--- src/design/dqdc_pkg.sv ---
// ----------------------------------------------------------------------------
// dqdc_pkg
// shared types, constants and step tables of the detent counter
// ----------------------------------------------------------------------------
package dqdc_pkg;

    localparam int DQDC_COUNT_WIDTH = 16;
    localparam int DEBOUNCE_W       = 16;
    localparam int ROT_W            = 16;
    localparam int CFG_INDEX_W      = 4;
    localparam int CFG_DATA_W       = 16;
    localparam int QUEUE_DEPTH      = 4;

    localparam logic [DEBOUNCE_W-1:0] DEBOUNCE_RESET = 16'd48000;
    localparam logic [DEBOUNCE_W-1:0] DEBOUNCE_SAT   = 16'hFFFF;

    localparam logic [CFG_INDEX_W-1:0] REG_DEBOUNCE_TICKS = 4'd0;
    localparam logic [CFG_INDEX_W-1:0] REG_MOMENTUM_MODE  = 4'd1;

    localparam logic [1:0] CODE_DETENT = 2'b00;

    localparam logic signed [ROT_W-1:0] ROT_MAX     = 16'sh7FFF;
    localparam logic signed [ROT_W-1:0] ROT_MIN     = 16'sh8000;
    localparam logic signed [ROT_W-1:0] ROT_POS_ONE = 16'sh0001;
    localparam logic signed [ROT_W-1:0] ROT_NEG_ONE = 16'shFFFF;
    localparam logic signed [ROT_W-1:0] ROT_ZERO    = 16'sh0000;

    typedef enum logic {
        EV_CODE = 1'b0,
        EV_READ = 1'b1
    } ev_kind_t;

    typedef struct packed {
        ev_kind_t   kind;
        logic [1:0] code;
    } dqdc_event_t;

    function automatic logic [1:0] step_cw(input logic [1:0] code);
        logic [1:0] r;
        case (code)
            2'd0:    r = 2'd2;
            2'd1:    r = 2'd0;
            2'd2:    r = 2'd3;
            2'd3:    r = 2'd1;
            default: r = 2'd0;
        endcase
        return r;
    endfunction

    function automatic logic [1:0] step_ccw(input logic [1:0] code);
        logic [1:0] r;
        case (code)
            2'd0:    r = 2'd1;
            2'd1:    r = 2'd3;
            2'd2:    r = 2'd0;
            2'd3:    r = 2'd2;
            default: r = 2'd0;
        endcase
        return r;
    endfunction

endpackage

--- src/design/debounced_quadrature_detent_counter.sv ---
// ----------------------------------------------------------------------------
// debounced_quadrature_detent_counter
// Takes one word per clock, a pin sample tick or a read request. The front
// debounces the pins and queues code and read events in a four-entry queue;
// the back decodes detents and answers reads from an output register. A read
// event waits in the queue until the back pops it and loads the output register
// and m_valid, which it does only once no earlier result is left waiting.
// s_ready stays high while the queue has room, so words flow at one per clock
// unless results sit untaken long enough to fill the queue.
// ----------------------------------------------------------------------------
module debounced_quadrature_detent_counter #(
    parameter int COUNT_WIDTH = dqdc_pkg::DQDC_COUNT_WIDTH
) (
    input  logic                                aclk,
    input  logic                                aresetn,
    input  logic                                s_valid,
    output logic                                s_ready,
    input  logic                                s_cmd,
    input  logic                                s_pin_a,
    input  logic                                s_pin_b,
    output logic                                m_valid,
    input  logic                                m_ready,
    output logic signed [dqdc_pkg::ROT_W-1:0]   m_rotation,
    input  logic                                cfg_valid,
    output logic                                cfg_ready,
    input  logic [dqdc_pkg::CFG_INDEX_W-1:0]    cfg_index,
    input  logic [dqdc_pkg::CFG_DATA_W-1:0]     cfg_data
);
    import dqdc_pkg::*;

    logic [DEBOUNCE_W-1:0] debounce_ticks_reg;
    logic                  momentum_mode_reg;
    logic                  queue_full;
    logic                  ev_push;
    dqdc_event_t           ev_in;
    logic                  ev_valid;
    logic                  ev_pop;
    dqdc_event_t           ev_out;

    assign cfg_ready = 1'b1;

    // configuration registers
    always_ff @(posedge aclk) begin
        if (!aresetn) begin
            debounce_ticks_reg <= DEBOUNCE_RESET;
            momentum_mode_reg  <= 1'b0;
        end else if (cfg_valid && cfg_ready) begin
            case (cfg_index)
                REG_DEBOUNCE_TICKS: debounce_ticks_reg <= cfg_data[DEBOUNCE_W-1:0];
                REG_MOMENTUM_MODE:  momentum_mode_reg  <= cfg_data[0];
                default: begin
                    debounce_ticks_reg <= debounce_ticks_reg;
                end
            endcase
        end
    end

    dqdc_front u_front (
        .aclk           (aclk),
        .aresetn        (aresetn),
        .s_valid        (s_valid),
        .s_ready        (s_ready),
        .s_cmd          (s_cmd),
        .s_pin_a        (s_pin_a),
        .s_pin_b        (s_pin_b),
        .debounce_ticks (debounce_ticks_reg),
        .queue_full     (queue_full),
        .ev_push        (ev_push),
        .ev_data        (ev_in)
    );

    dqdc_queue u_queue (
        .aclk      (aclk),
        .aresetn   (aresetn),
        .push      (ev_push),
        .push_data (ev_in),
        .full      (queue_full),
        .pop       (ev_pop),
        .not_empty (ev_valid),
        .pop_data  (ev_out)
    );

    dqdc_back #(
        .COUNT_WIDTH (COUNT_WIDTH)
    ) u_back (
        .aclk          (aclk),
        .aresetn       (aresetn),
        .momentum_mode (momentum_mode_reg),
        .ev_valid      (ev_valid),
        .ev_data       (ev_out),
        .ev_pop        (ev_pop),
        .m_valid       (m_valid),
        .m_ready       (m_ready),
        .m_rotation    (m_rotation)
    );

endmodule

--- src/design/dqdc_front.sv ---
// ----------------------------------------------------------------------------
// dqdc_front
// pin debounce; turns accepted words into code and read events
// ----------------------------------------------------------------------------
module dqdc_front (
    input  logic                              aclk,
    input  logic                              aresetn,
    input  logic                              s_valid,
    output logic                              s_ready,
    input  logic                              s_cmd,
    input  logic                              s_pin_a,
    input  logic                              s_pin_b,
    input  logic [dqdc_pkg::DEBOUNCE_W-1:0]   debounce_ticks,
    input  logic                              queue_full,
    output logic                              ev_push,
    output dqdc_pkg::dqdc_event_t             ev_data
);
    import dqdc_pkg::*;

    logic [1:0]            prev_pins_reg, prev_pins_next;
    logic [DEBOUNCE_W-1:0] count_reg, count_next;
    logic                  armed_reg, armed_next;
    logic [1:0]            code;
    logic [DEBOUNCE_W-1:0] count_inc;
    logic                  take;

    assign s_ready   = !queue_full;
    assign take      = s_valid && s_ready;
    assign code      = {s_pin_b, s_pin_a};
    assign count_inc = (count_reg == DEBOUNCE_SAT) ? count_reg : count_reg + 1'b1;

    always_comb begin
        prev_pins_next = prev_pins_reg;
        count_next     = count_reg;
        armed_next     = armed_reg;
        ev_push        = 1'b0;
        ev_data.kind   = EV_CODE;
        ev_data.code   = code;
        if (take) begin
            if (s_cmd) begin
                ev_push      = 1'b1;
                ev_data.kind = EV_READ;
            end else if (code != prev_pins_reg) begin
                prev_pins_next = code;
                count_next     = '0;
                armed_next     = 1'b1;
            end else if (armed_reg) begin
                count_next = count_inc;
                if (count_inc >= debounce_ticks) begin
                    ev_push    = 1'b1;
                    armed_next = 1'b0;
                end
            end
        end
    end

    always_ff @(posedge aclk) begin
        if (!aresetn) begin
            prev_pins_reg <= '0;
            count_reg     <= '0;
            armed_reg     <= 1'b1;
        end else begin
            prev_pins_reg <= prev_pins_next;
            count_reg     <= count_next;
            armed_reg     <= armed_next;
        end
    end

endmodule

--- src/design/dqdc_queue.sv ---
// ----------------------------------------------------------------------------
// dqdc_queue
// short event queue between the debounce front and the counter back
// ----------------------------------------------------------------------------
module dqdc_queue (
    input  logic                  aclk,
    input  logic                  aresetn,
    input  logic                  push,
    input  dqdc_pkg::dqdc_event_t push_data,
    output logic                  full,
    input  logic                  pop,
    output logic                  not_empty,
    output dqdc_pkg::dqdc_event_t pop_data
);
    import dqdc_pkg::*;

    localparam int PTR_W = $clog2(QUEUE_DEPTH);
    localparam int CNT_W = $clog2(QUEUE_DEPTH + 1);
    localparam logic [PTR_W-1:0] PTR_LAST = PTR_W'(QUEUE_DEPTH - 1);
    localparam logic [CNT_W-1:0] CNT_FULL = CNT_W'(QUEUE_DEPTH);

    dqdc_event_t      entry_reg [QUEUE_DEPTH];
    logic [PTR_W-1:0] wr_ptr_reg, wr_ptr_next;
    logic [PTR_W-1:0] rd_ptr_reg, rd_ptr_next;
    logic [CNT_W-1:0] count_reg, count_next;

    assign full      = (count_reg == CNT_FULL);
    assign not_empty = (count_reg != '0);
    assign pop_data  = entry_reg[rd_ptr_reg];

    always_comb begin
        wr_ptr_next = wr_ptr_reg;
        rd_ptr_next = rd_ptr_reg;
        count_next  = count_reg;
        if (push) begin
            wr_ptr_next = (wr_ptr_reg == PTR_LAST) ? '0 : wr_ptr_reg + 1'b1;
        end
        if (pop) begin
            rd_ptr_next = (rd_ptr_reg == PTR_LAST) ? '0 : rd_ptr_reg + 1'b1;
        end
        if (push && !pop) begin
            count_next = count_reg + 1'b1;
        end else if (pop && !push) begin
            count_next = count_reg - 1'b1;
        end
    end

    always_ff @(posedge aclk) begin
        if (push) begin
            entry_reg[wr_ptr_reg] <= push_data;
        end
    end

    always_ff @(posedge aclk) begin
        if (!aresetn) begin
            wr_ptr_reg <= '0;
            rd_ptr_reg <= '0;
            count_reg  <= '0;
        end else begin
            wr_ptr_reg <= wr_ptr_next;
            rd_ptr_reg <= rd_ptr_next;
            count_reg  <= count_next;
        end
    end

    a_count_bound: assert property (@(posedge aclk) disable iff (!aresetn)
        count_reg <= CNT_FULL)
        else $error("queue fill beyond depth");

    a_no_overflow: assert property (@(posedge aclk) disable iff (!aresetn)
        !(push && full))
        else $error("push into full queue");

    a_no_underflow: assert property (@(posedge aclk) disable iff (!aresetn)
        !(pop && !not_empty))
        else $error("pop from empty queue");

    a_fill_tracks: assert property (@(posedge aclk) disable iff (!aresetn)
        (push && !pop) |=> (count_reg == $past(count_reg) + 1'b1))
        else $error("queue fill lost a word");

endmodule

--- src/design/dqdc_back.sv ---
// ----------------------------------------------------------------------------
// dqdc_back
// detent decoding, saturating count and read result register
// ----------------------------------------------------------------------------
module dqdc_back #(
    parameter int COUNT_WIDTH = dqdc_pkg::DQDC_COUNT_WIDTH
) (
    input  logic                                aclk,
    input  logic                                aresetn,
    input  logic                                momentum_mode,
    input  logic                                ev_valid,
    input  dqdc_pkg::dqdc_event_t               ev_data,
    output logic                                ev_pop,
    output logic                                m_valid,
    input  logic                                m_ready,
    output logic signed [dqdc_pkg::ROT_W-1:0]   m_rotation
);
    import dqdc_pkg::*;

    localparam int EXT_W = (COUNT_WIDTH > ROT_W) ? COUNT_WIDTH : ROT_W;
    localparam logic signed [COUNT_WIDTH-1:0] CNT_MAX = {1'b0, {(COUNT_WIDTH-1){1'b1}}};
    localparam logic signed [COUNT_WIDTH-1:0] CNT_MIN = {1'b1, {(COUNT_WIDTH-1){1'b0}}};
    localparam logic signed [COUNT_WIDTH-1:0] CNT_ONE = COUNT_WIDTH'(1);
    localparam logic signed [EXT_W-1:0]       CLAMP_HI = EXT_W'(ROT_MAX);
    localparam logic signed [EXT_W-1:0]       CLAMP_LO = EXT_W'(ROT_MIN);

    logic signed [COUNT_WIDTH-1:0] count_reg, count_next;
    logic [1:0]                    stable_reg, stable_next;
    logic                          primed_reg, primed_next;
    logic                          m_valid_reg, m_valid_next;
    logic signed [ROT_W-1:0]       m_rotation_reg, m_rotation_next;
    logic signed [EXT_W-1:0]       count_ext;
    logic                          out_free;

    assign out_free   = !m_valid_reg || m_ready;
    assign ev_pop     = ev_valid && ((ev_data.kind == EV_CODE) || out_free);
    assign count_ext  = EXT_W'(count_reg);
    assign m_valid    = m_valid_reg;
    assign m_rotation = m_rotation_reg;

    always_comb begin
        count_next      = count_reg;
        stable_next     = stable_reg;
        primed_next     = primed_reg;
        m_valid_next    = m_valid_reg && !m_ready;
        m_rotation_next = m_rotation_reg;
        if (ev_pop) begin
            case (ev_data.kind)
                EV_CODE: begin
                    if (!primed_reg) begin
                        stable_next = ev_data.code;
                        primed_next = 1'b1;
                    end else if (ev_data.code != stable_reg) begin
                        if (ev_data.code == step_cw(stable_reg)) begin
                            if (ev_data.code == CODE_DETENT && count_reg != CNT_MAX) begin
                                count_next = count_reg + CNT_ONE;
                            end
                        end else if (ev_data.code == step_ccw(stable_reg)) begin
                            if (ev_data.code == CODE_DETENT && count_reg != CNT_MIN) begin
                                count_next = count_reg - CNT_ONE;
                            end
                        end
                        stable_next = ev_data.code;
                    end
                end
                EV_READ: begin
                    m_valid_next = 1'b1;
                    if (momentum_mode) begin
                        if (count_reg > 0) begin
                            m_rotation_next = ROT_POS_ONE;
                            count_next      = count_reg - CNT_ONE;
                        end else if (count_reg < 0) begin
                            m_rotation_next = ROT_NEG_ONE;
                            count_next      = count_reg + CNT_ONE;
                        end else begin
                            m_rotation_next = ROT_ZERO;
                        end
                    end else begin
                        if (count_ext > CLAMP_HI) begin
                            m_rotation_next = ROT_MAX;
                        end else if (count_ext < CLAMP_LO) begin
                            m_rotation_next = ROT_MIN;
                        end else begin
                            m_rotation_next = count_ext[ROT_W-1:0];
                        end
                        count_next = '0;
                    end
                end
                default: begin
                    count_next = count_reg;
                end
            endcase
        end
    end

    always_ff @(posedge aclk) begin
        m_rotation_reg <= m_rotation_next;
    end

    always_ff @(posedge aclk) begin
        if (!aresetn) begin
            count_reg   <= '0;
            stable_reg  <= '0;
            primed_reg  <= 1'b0;
            m_valid_reg <= 1'b0;
        end else begin
            count_reg   <= count_next;
            stable_reg  <= stable_next;
            primed_reg  <= primed_next;
            m_valid_reg <= m_valid_next;
        end
    end

endmodule

--- config.mk ---
export PLATFORM = sky130hd
export DESIGN_NAME = debounced_quadrature_detent_counter
export DESIGN_NICKNAME = d
export VERILOG_FILES = /design/src/design/dqdc_pkg.sv /design/src/design/debounced_quadrature_detent_counter.sv /design/src/design/dqdc_front.sv /design/src/design/dqdc_queue.sv /design/src/design/dqdc_back.sv
export SDC_FILE = /design/constraint.sdc
export NUM_CORES = 1
export LEC_CHECK = 0
export BUFFER_PORTS_ARGS = -buffer_cell sky130_fd_sc_hd__buf_2
export CAP_MARGIN = 20
export CORE_UTILIZATION = 55
export DETAILED_ROUTE_END_ITERATION = 6
export GPL_TIMING_DRIVEN = 0
export PLACE_DENSITY = 0.87
export SETUP_SLACK_MARGIN = 0.15
export SLEW_MARGIN = 10
export SYNTH_ARGS = -nofsm -noshare
export SYNTH_HDL_FRONTEND = slang
export SYNTH_HIERARCHICAL = 1
export SYNTH_SLANG_ARGS = --single-unit
--- constraint.sdc ---
create_clock -name aclk -period 4.74 [get_ports aclk]
set_input_delay 1.422 -clock aclk [delete_from_list [all_inputs] [get_ports aclk]]
set_output_delay 1.422 -clock aclk [all_outputs]
set_load 0.05 [all_outputs]
==> metrics <==
outcome completed; max cap viols 0; drt via density approximately 6.1; Initial DRT Pass Iterations 5; CTS Sinks 93; via count between 5000 and 6000; initial antenna violation count 0; Psw between 1.5 and 2 mW; sequential share of the synthesized area 0.372; row cnt 37; die width around 100 microns; sequential share of power 0.292; Critical path buffers and inverters 3; Pwr Density between 600 and 700 nW/um^2; Post-Synthesis Cell Area 5760 sq um; synth unique cells 84; largest net degree at the start of global routing 18; critical path class reg2reg; Detailed Route Iter0 Violations ~300; Layout area overhead 13.4%; yosys warns 6; RSZ-0062 raised after global routing false; Final Cycle Share 0.929; gr ovfl total 0; FILL cells ~840; leak pwr between 2 and 3 nW; final core utilization 0.639; cell taking the most area after synthesis dfxtp_1; Req. time, crit path approximately 5.1 ns; FF/Latch Area ~2100 sq um; total track usage 0.257; Final Slew Violations 0; Hold Crit Class reg2reg; most common cell after layout, fill and taps aside dfxtp_1; worst skew pair latency roughly 0.38 ns; CP Cell Sequence clkbuf_2, nand4_4, nor4_1, nand3_1, o21a_1, ha_1, and4_1, nand2_1, a2111oi_4, nor4_2, buf_4, o41ai_4, ha_2, inv_1, fa_1, xor2_1, or3_1, a21boi_1; Placed Instances 814; Max VDD drop 0.000334 V; Inserted Clock Buffers 9; predominant post-synthesis flop cell dfxtp_1; Slew Limit Headroom 0.388; Post-synth EDFFs 28; starting density of the core 0.563; WL final roughly 14000 microns; area of the multi-input gates between 3000 and 4000 sq um; cells taking the most area after synthesis dfxtp_1 23%, edfxtp_1 15%, ha_1 5.4%; Clock power frac 0.138; critical path endpoint category flop; die outline height around 100 microns; antenna-violating nets left 0; post-synth top area share 0.226; P_int about 2.1 mW; clock skew approximately 0.014 ns; fin cells between 800 and 900; final worst path period need 4.40 ns; crit-path leading delay family simple AND/OR/NAND/NOR gates; WP data arrival around 4.7 ns; Crit-path slowest cell nor4_1; Antenna Cells 0; Final Hold Vio Count 0; first-pass GRT wire length around 23000 microns; drt drc 0; fraction of layout instances using a drive strength above 1 0.198; post-synthesis area per instance roughly 9.1 sq um; final hold slack around 0.47 ns; CTS tree yes; Design Area, Final 6540 sq um; most frequent cells in the layout 63 x dfxtp_1, 53 x inv_1, 50 x buf_2; Final GP Congestion slightly above 0.9; Seq cells post-synth 93; final setup fails 0; Final HPWL DP between 9000 and 10000 microns; Max Buffers Root-to-Sink 2; I/O pin count 47; Core ar. 10200 sq um; Net Sw Frac 0.467; f_max between 200 and 250 MHz; Post-Syn Nets ~690; Worst-path clk slew 0.10 ns; CP Launch Type flop; Worst Max-Slew Pin Slew 0.917 ns; Port Buffers 45; root buf cell clkbuf_8; Avg WL per Cell 16.5 microns; critical path fanouts, max 9; async set-or-reset flop fraction in the synthesized netlist 0; overall power just under 4 mW; logic gate share of total power 0.571; cells after synthesis approximately 630; full die area 10900 sq um; nets 750; H-tree Lvls 3; vias in the first global route approximately 5000; max incr delay on CP a little under 0.6 ns; placed cell areas a little over 6000 sq um
[path summary, 6_finish.rpt]
check / startpoint / end / slack, ns / depth (start not counted)
setup / recovery: u_front/count_reg[2] / u_queue/count_reg[2] / 0.34 / 18
hold / removal: debounce_ticks_reg[0] / debounce_ticks_reg[0] / 0.47 / 2
setup reg to reg: u_front/count_reg[2] / u_queue/count_reg[2] / 0.34 / 18
hold reg to reg: debounce_ticks_reg[0] / debounce_ticks_reg[0] / 0.47 / 2
[metrics by stage]
| step | worst slack, ns | TNS, ns |
|---|---|---|
| after floorplan | 0.408 | 0 |
| after global placement | -0.286 | -0.286 |
| after detailed placement | -0.526 | -0.674 |
| after CTS | 0.246 | 0 |
| after global routing | 0.0813 | 0 |
| final | 0.336 | 0 |
[cells in the mapped netlist, drive strengths merged, types with 3 or more instances]
| library cell | count |
|---|---|
| dfxtp | 65 |
| inv | 53 |
| nand2 | 45 |
| o21ai | 43 |
| nor2 | 39 |
| a21oi | 35 |
| edfxtp | 28 |
| nand3 | 28 |
| ha | 25 |
| mux2i | 21 |
| buf | 19 |
| nand4 | 17 |
| nor3 | 17 |
| clkbuf | 16 |
| a31oi | 12 |
| nor4 | 11 |
| o211ai | 10 |
| xor2 | 10 |
| nor2b | 9 |
| xnor2 | 9 |
| a21o | 7 |
| and2 | 7 |
| and4 | 7 |
| nand3b | 7 |
| nor3b | 7 |
| or3 | 7 |
| a22o | 6 |
| nand2b | 5 |
| o22ai | 5 |
| a22oi | 4 |
| a32o | 4 |
| and3 | 4 |
| o221ai | 4 |
| o31ai | 4 |
| o32ai | 4 |
| or4 | 4 |
| mux4 | 3 |
| o21a | 3 |
[kinds of logic (layout without fill, tap and decap cells)]
| kind of cell | after synthesis | in the layout | share of synthesized area |
|---|---|---|---|
| other cells | 1 | 1 | 0.000651 |
| compound gates | 159 | 159 | 0.187 |
| simple gates | 220 | 220 | 0.230 |
| buf+inv | 89 | 158 | 0.0732 |
| fa+ha+maj | 26 | 26 | 0.0578 |
| flops | 93 | 93 | 0.372 |
| xor+xnor | 19 | 19 | 0.0289 |
| mux | 25 | 25 | 0.0502 |
[worst min-delay path, delay by kind of cell (launching register included)]
kind,cells,cell delay (ns)
and+or+nand+nor,1,0.05
DFF,1,0.33
muxes,1,0.05
[timing repair]
item | CTS | global route
setup buffers | 4 | 3
setup endpoints to repair | 3 | 3
hold buffers | 0 | 0
gates resized for setup | 4 | 20
pin swaps | 2 | 3
[power groups by stage]
stage	clock, mW	sequential (mW)	combinational (mW)
after global placement	0	1.16	2.13
after detailed placement	0	1.17	2.18
after floorplan	0	1.37	1.53
final	0.542	1.15	2.25
after CTS	0.552	1.15	2.20
after global routing	0.583	1.17	2.42
[routing by layer]
metal / track usage / wire (microns) / vias up
li1: - / - / 2453
met1: 0.306 / 5650 / 2423
met2: 0.455 / 6980 / 203
met3: 0.0401 / 931 / 22
met4: 0.114 / 248 / 0
met5: 0 / 0 / -
[layout make-up]
cell class | instances | share of cell area
Buffer | 35 | 0.0339
Clock buffer | 10 | 0.0228
Clock inverter | 6 | 0.00766
Inverter | 54 | 0.0310
Multi-Input combinational cell | 450 | 0.507
Sequential cell | 93 | 0.328
Tap cell | 136 | 0.0260
Timing Repair Buffer | 53 | 0.0436
Power figures use the tool's default switching activity.
